File: src/sv/hlfd_pkg.sv
// Shared types and constants for the host link frame deframer.
`default_nettype none

package hlfd_pkg;

   localparam int SearchLimitDefault = 64;

   localparam logic [7:0] PreambleZero = 8'h00;
   localparam logic [7:0] StartCode    = 8'hFF;
   localparam logic [7:0] TfiHostward  = 8'hD5;

   // Request kinds carried on req_tuser.
   localparam logic FUNC_START = 1'b0;
   localparam logic FUNC_BYTE  = 1'b1;

   typedef enum logic [3:0] {
      ST_DATA_OK   = 4'd0,
      ST_ACK       = 4'd1,
      ST_NACK      = 4'd2,
      ST_BAD_INV   = 4'd3,
      ST_NO_PREAMB = 4'd4,
      ST_LCS       = 4'd5,
      ST_TOO_LONG  = 4'd6,
      ST_TFI       = 4'd7,
      ST_DCS       = 4'd8
   } status_type;

   typedef enum logic [3:0] {
      PH_IDLE,
      PH_FIRST,
      PH_SEARCH,
      PH_LEN,
      PH_INV,
      PH_ACKPOST,
      PH_LCS,
      PH_TFI,
      PH_DATA,
      PH_DCS,
      PH_DATAPOST
   } phase_type;

   typedef struct packed {
      logic [7:0] frame_length;
      status_type status;
      logic       is_last;
      logic [7:0] payload_byte;
   } result_type;

endpackage

`default_nettype wire

File: src/sv/host_link_frame_deframer_top.sv
// Host link frame deframer: preamble search, header checks and payload streaming.
// Latency: a result appears on rsp_* in the cycle after the byte that causes it.
// Throughput: one transaction per cycle unless rsp_tready stalls a held result;
// the FSM steps on each accepted byte; the result register refills as it drains.
// Reset (synchronous, active high) returns the parser to idle and empties the
// result register; received bytes are ignored until a start transaction.
`default_nettype none

module host_link_frame_deframer_top #(
   parameter int SEARCH_LIMIT = hlfd_pkg::SearchLimitDefault
) (
   input  wire logic        clock,
   input  wire logic        reset,
   input  wire logic        req_tvalid,
   output logic             req_tready,
   input  wire logic [15:0] req_tdata,   // [7:0] rx_byte, [15:8] capacity
   input  wire logic        req_tuser,   // [0] func
   output logic             rsp_tvalid,
   input  wire logic        rsp_tready,
   output logic [23:0]      rsp_tdata,   // [7:0] payload_byte, [11:8] status,
                                         // [19:12] frame_length, [23:20] zero
   output logic             rsp_tlast    // is_last
);
   import hlfd_pkg::*;

   localparam logic [6:0] SearchMax = 7'(SEARCH_LIMIT);

   phase_type  phase_ff, phase_in;
   logic       prev_zero_ff, prev_zero_in;
   logic [6:0] search_count_ff, search_count_in;
   logic [7:0] length_ff, length_in;
   logic [7:0] remaining_ff, remaining_in;
   logic [7:0] sum_ff, sum_in;
   logic [7:0] capacity_ff, capacity_in;

   logic       rsp_valid_ff;
   result_type rsp_data_ff;

   logic       accept;
   logic [7:0] rx_byte;
   logic [7:0] rem_dec;
   logic [7:0] sum_add;
   logic       emit;
   result_type result;

   assign rx_byte    = req_tdata[7:0];
   assign req_tready = !rsp_valid_ff || rsp_tready;
   assign accept     = req_tvalid && req_tready;
   assign rem_dec    = remaining_ff - 8'd1;
   assign sum_add    = sum_ff + rx_byte;

   // Next state of the frame parser.
   always_comb begin
      phase_in        = phase_ff;
      prev_zero_in    = prev_zero_ff;
      search_count_in = search_count_ff;
      length_in       = length_ff;
      remaining_in    = remaining_ff;
      sum_in          = sum_ff;
      capacity_in     = capacity_ff;
      if (req_tuser == FUNC_START) begin
         capacity_in     = req_tdata[15:8];
         phase_in        = PH_FIRST;
         prev_zero_in    = 1'b0;
         search_count_in = '0;
         length_in       = '0;
         remaining_in    = '0;
         sum_in          = '0;
      end else begin
         case (phase_ff)
            PH_FIRST: begin
               prev_zero_in = (rx_byte == PreambleZero);
               phase_in     = PH_SEARCH;
            end
            PH_SEARCH: begin
               if (search_count_ff >= SearchMax) begin
                  phase_in = PH_IDLE;
               end else if (rx_byte == StartCode && prev_zero_ff) begin
                  phase_in = PH_LEN;
               end else begin
                  prev_zero_in    = (rx_byte == PreambleZero);
                  search_count_in = search_count_ff + 7'd1;
               end
            end
            PH_LEN: begin
               length_in = rx_byte;
               phase_in  = (rx_byte == PreambleZero || rx_byte == StartCode) ? PH_INV : PH_LCS;
            end
            PH_INV: begin
               phase_in = (rx_byte == ~length_ff) ? PH_ACKPOST : PH_IDLE;
            end
            PH_ACKPOST: phase_in = PH_IDLE;
            PH_LCS: begin
               if (8'(length_ff + rx_byte) != 8'd0) begin
                  phase_in = PH_IDLE;
               end else begin
                  remaining_in = length_ff - 8'd1;
                  phase_in     = (length_ff - 8'd1 > capacity_ff) ? PH_IDLE : PH_TFI;
               end
            end
            PH_TFI: begin
               if (rx_byte != TfiHostward) begin
                  phase_in = PH_IDLE;
               end else begin
                  sum_in   = TfiHostward;
                  phase_in = (remaining_ff == 8'd0) ? PH_DCS : PH_DATA;
               end
            end
            PH_DATA: begin
               sum_in       = sum_add;
               remaining_in = rem_dec;
               if (rem_dec == 8'd0) begin
                  phase_in = PH_DCS;
               end
            end
            PH_DCS: begin
               sum_in   = sum_add;
               phase_in = (sum_add != 8'd0) ? PH_IDLE : PH_DATAPOST;
            end
            PH_DATAPOST: phase_in = PH_IDLE;
            default:     phase_in = PH_IDLE;
         endcase
      end
   end

   // Result produced by the byte in hand, if any.
   always_comb begin
      emit                = 1'b0;
      result.payload_byte = '0;
      result.is_last      = 1'b1;
      result.status       = ST_DATA_OK;
      result.frame_length = '0;
      if (req_tuser == FUNC_BYTE) begin
         case (phase_ff)
            PH_SEARCH: begin
               if (search_count_ff >= SearchMax) begin
                  emit          = 1'b1;
                  result.status = ST_NO_PREAMB;
               end
            end
            PH_INV: begin
               if (rx_byte != ~length_ff) begin
                  emit          = 1'b1;
                  result.status = ST_BAD_INV;
               end
            end
            PH_ACKPOST: begin
               emit          = 1'b1;
               result.status = (length_ff == PreambleZero) ? ST_ACK : ST_NACK;
            end
            PH_LCS: begin
               if (8'(length_ff + rx_byte) != 8'd0) begin
                  emit          = 1'b1;
                  result.status = ST_LCS;
               end else if (length_ff - 8'd1 > capacity_ff) begin
                  emit          = 1'b1;
                  result.status = ST_TOO_LONG;
               end
            end
            PH_TFI: begin
               if (rx_byte != TfiHostward) begin
                  emit          = 1'b1;
                  result.status = ST_TFI;
               end
            end
            PH_DATA: begin
               emit                = 1'b1;
               result.is_last      = 1'b0;
               result.payload_byte = rx_byte;
            end
            PH_DCS: begin
               if (sum_add != 8'd0) begin
                  emit          = 1'b1;
                  result.status = ST_DCS;
               end
            end
            PH_DATAPOST: begin
               emit                = 1'b1;
               result.frame_length = length_ff - 8'd1;
            end
            default: emit = 1'b0;
         endcase
      end
   end

   always_ff @(posedge clock) begin
      if (reset) begin
         phase_ff        <= PH_IDLE;
         prev_zero_ff    <= 1'b0;
         search_count_ff <= '0;
         length_ff       <= '0;
         remaining_ff    <= '0;
         sum_ff          <= '0;
         capacity_ff     <= '0;
         rsp_valid_ff    <= 1'b0;
      end else begin
         if (accept) begin
            phase_ff        <= phase_in;
            prev_zero_ff    <= prev_zero_in;
            search_count_ff <= search_count_in;
            length_ff       <= length_in;
            remaining_ff    <= remaining_in;
            sum_ff          <= sum_in;
            capacity_ff     <= capacity_in;
         end
         if (req_tready) begin
            rsp_valid_ff <= accept && emit;
         end
      end
   end

   always_ff @(posedge clock) begin
      if (accept && emit) begin
         rsp_data_ff <= result;
      end
   end

   assign rsp_tvalid = rsp_valid_ff;
   assign rsp_tlast  = rsp_data_ff.is_last;
   assign rsp_tdata  = {4'd0, rsp_data_ff.frame_length, rsp_data_ff.status,
                        rsp_data_ff.payload_byte};

endmodule

`default_nettype wire

File: config.mk
export PLATFORM = sky130hd
export DESIGN_NAME = host_link_frame_deframer_top
export DESIGN_NICKNAME = d
export VERILOG_FILES = /design/src/sv/hlfd_pkg.sv /design/src/sv/host_link_frame_deframer_top.sv
export SDC_FILE = /design/constraint.sdc
export NUM_CORES = 1
export LEC_CHECK = 0
export ABC_AREA = 1
export BUFFER_PORTS_ARGS = -buffer_cell sky130_fd_sc_hd__buf_2
export CORE_MARGIN = 8
export CORE_UTILIZATION = 51
export CTS_CLUSTER_DIAMETER = 30
export DETAILED_ROUTE_END_ITERATION = 16
export GPL_TIMING_DRIVEN = 0
export PLACE_DENSITY = 0.74
export SLEW_MARGIN = 30
export SYNTH_ARGS = -nofsm -noshare
export SYNTH_HDL_FRONTEND = slang
export SYNTH_SLANG_ARGS = --single-unit
File: constraint.sdc
create_clock -name clock -period 6.7 [get_ports clock]
set_input_delay 1.34 -clock clock [delete_from_list [all_inputs] [get_ports clock]]
set_output_delay 1.34 -clock clock [all_outputs]
set_load 0.005 [all_outputs]
==> metrics.md <==
| Metric | Value |
|---|---|
| Initial antenna violation count | `0` |
| Initial Util | `~53%` |
| Critical path arrival | `between 3 and 4 ns` |
| Final nets | `715` |
| Yosys warns | `0` |
| Clock sink total | `66` |
| Core Region | `around 0.0082 mm2` |
| CTS Buf Count | `9` |
| Status | `finished clean` |
| Setup violators final | `0` |
| Cell variety after synth | `40` |
| FF+latch area | `around 0.0015 mm2` |
| Die height | `108 um` |
| GRT overflow | `0` |
| Pwr Total | `slightly above 0.9 mW` |
| Hold buffers post-CTS | `0` |
| Crit end category | `flip-flop` |
| Chip width | `108 um` |
| I/O pin cnt | `48` |
| Register area share after synthesis | `a little over a third` |
| Worst Path Class, Setup | `input pin to flip-flop` |
| Clock root cell | `clkbuf_8` |
| Synthesized flop and latch total | `66` |
| Max-Cap Viols | `0` |
| Area leader, netlist | `dfxtp_1` |
| GP Congestion | `a little under 1` |
| Synth top area share | `between 20% and 30%` |
| Post-DRT Antenna Nets | `0` |
| Worst min path class | `flip-flop to flip-flop` |
| Vias per cell | `between 5 and 6` |
| Slowest CP cell | `fa_1` |
| CTS tree | `done` |
| Minimum clock period | `3.80 ns` |
| Footprint of the multi-input gates | `around 0.0023 mm2` |
| Placed Cells | `around 760` |
| Syn Std Cell Area | `0.00429 mm2` |
| Fmax | `approximately 260 MHz` |
| Final WL | `between 10 and 15 mm` |
| Post-CTS sizing | `0` |
| Final Instance Area | `between 0.004 and 0.005 mm2` |
| GR met2 Demand/Resource | `30.7%` |
| M1 GR Usage | `between 20% and 30%` |
| Busiest grt layer | `met2` |
| Met3 Resource Use GR | `under 10%` |
| Leakage power | `between 2 and 2.5 nW` |
| Skew-Pair Late Insertion Delay | `approximately 0.36 ns` |
| Pre-antenna DRT Iters | `5` |
| GRT Util Overall | `18.8%` |
| Htree depth | `3` |
| Clock buffer depth | `2` |
| Row count | `33` |
| Fin. Hold Viols | `0` |
| Clk slew on worst S/H paths | `roughly 0.080 ns` |
| Detailed Place HPWL | `roughly 8.3 mm` |
| WL/cell | `roughly 14 um` |
| DRC viols | `0` |
| Slew Limit Fails | `0` |
| Largest net degree at the start of global routing | `22` |
| Area growth syn-to-layout | `13.7%` |
| Worst-margin pin slew | `approximately 0.75 ns` |
| Port Buffers | `41` |
| Startpoint types | `input pin` |
| CP max FO | `21` |
| Cell Area, Placed | `around 0.0046 mm2` |
| Synth area leaders | `dfxtp_1 21%, edfxtp_1 15%, nand2_1 12%` |
| Fillcell total | `about 770` |
| RSZ-0062 raised after global routing | `false` |
| Req. time, crit path | `6.69 ns` |
| Normalized max-slew margin | `about half` |
| Cell breakdown of the critical path | `buf_2 -> ha_1 -> fa_1 -> or2_2 -> nor2_1 -> nand3_1 -> nor2_1 -> nand3_1 -> nand2_1 -> nand2_1 -> o21bai_1 -> inv_1` |
| Pwr dens | `between 150 and 200 mW/mm2` |
| Synth Instances | `around 600` |
| Most common cell after layout, fill and taps aside | `nand2_1` |
| Via Count | `between 4000 and 5000` |
| DRT iter0 DRCs | `roughly 230` |
| Crit share post-route | `between 50% and 60%` |
| Layout cells sized above 1 | `about an eighth` |
| Clock Skew | `0.0106 ns` |
| VDD IR max | `between 0.2 and 0.25 mV` |
| Postcts setup bufs | `0` |
| Vias in the first global route | `around 3900` |
| Total Die Area | `0.0116 mm2` |
| Setup_tns | `0 ns` |
| Most frequent cells in the layout | `136 x nand2_1, 96 x inv_1, 62 x nor2_1` |
| Ant diodes | `0` |
| Mean Syn Cell Area | `7.04 um2` |
| CP peak stage delay | `0.46 ns` |
| First-pass GRT wire length | `17.6 mm` |
| Cell Count, Final, Fillers Out | `775` |
## path summary, 6_finish.rpt
check	to	start	cells past startpoint	slack (ns)
hold / removal	capacity_ff[5]$_SDFFE_PP0P_	capacity_ff[5]$_SDFFE_PP0P_	2	0.47
setup reg to reg	rsp_tdata[8]$_SDFFCE_PN0P_	length_ff[0]$_SDFFE_PP0P_	16	3.26
hold reg to reg	capacity_ff[5]$_SDFFE_PP0P_	capacity_ff[5]$_SDFFE_PP0P_	2	0.47
setup / recovery	rsp_tdata[8]$_SDFFCE_PN0P_	req_tdata[0]	12	2.90
## worst max-delay path, delay by kind of cell
family,cells,cell delay [ns]
AOI/OAI and AO/OA,1,0.26
adders and majority gates,2,0.72
buffers and inverters,2,0.55
and+or+nand+nor,7,0.91
## sequential cells by signal, indices dropped and copies added (netlist names)
| signal | count |
|---|---|
| rsp_tvalid | 1 |
| sum_ff | 8 |
| length_ff | 8 |
| capacity_ff | 8 |
| phase_ff | 4 |
| search_count_ff | 7 |
| remaining_ff | 8 |
| prev_zero_ff | 1 |
| rsp_tdata | 20 |
| rsp_tlast | 1 |
## synth_stat cells
cell type,number
conb_1,1
dfxtp_1,45
nand3_1,51
a21oi_1,58
a31oi_1,2
nor3_2,3
nor2_1,62
nand2_4,1
nand3_2,1
nor4_1,1
edfxtp_1,21
nor3_1,8
o21bai_1,1
nand3b_1,2
o21ai_0,19
nor2_2,5
fa_1,2
nand4_1,14
nor3b_1,2
and3_1,1
a21o_1,1
o21ai_4,1
inv_1,96
clkbuf_8,1
nor3_4,1
inv_2,3
o21a_1,3
nand2_2,3
o21ai_1,3
o22ai_1,4
buf_2,3
buf_4,4
xor2_1,9
xnor2_1,4
ha_1,27
clkbuf_1,5
or2_2,2
nand2_1,136
a22oi_1,3
clkinv_2,1
## per-layer routing
metal  wire, um  share of wire (%)  up-vias
met3        859                8.2       22
li1           -                  -     2096
met4        211                2.0        0
met1       4720                 45     1849
met5          0                  0        -
met2       4730                 45      131
## report_power, final
part           leakage [nW]  switching, mW  internal (mW)  total, mW
logic                  1.64         0.0657         0.0346      0.100
clock network         0.113          0.163          0.248      0.411
registers             0.586        0.00408          0.417      0.421
## layout make-up
cell class              instances  area share (%)
clock buffers                  10            2.61
well taps                     105            2.69
flip-flops and latches         66            31.4
multi-input cells             434            47.5
plain buffers                  13            1.59
clock inverters                 6            2.33
repair buffers                 41            4.20
inverters                     100            7.71
## stage by stage
stage | worst slack (ns) | hold slack [ns] | util, %
floorplan | 3.16 | 0.435 | -
global placement | 2.56 | 0.452 | 56.8
detailed placement | 2.54 | 0.460 | 56.8
CTS | 2.91 | 0.472 | 59.7
global route | 2.64 | 0.491 | 59.7
finish | 2.90 | 0.469 | 59.7
## cells by family (layout without fill, tap and decap cells)
family	count (synthesis)	count (layout)	synth area share, %
fa+ha+maj	29	29	8.80
other cells	1	4	0.0873
compound gates	95	95	12.0
flops	66	66	35.7
simple gates	293	293	30.2
xor+xnor	13	13	2.65
buf+inv	113	170	10.6
No activity file was read; power rests on OpenSTA's default activity.
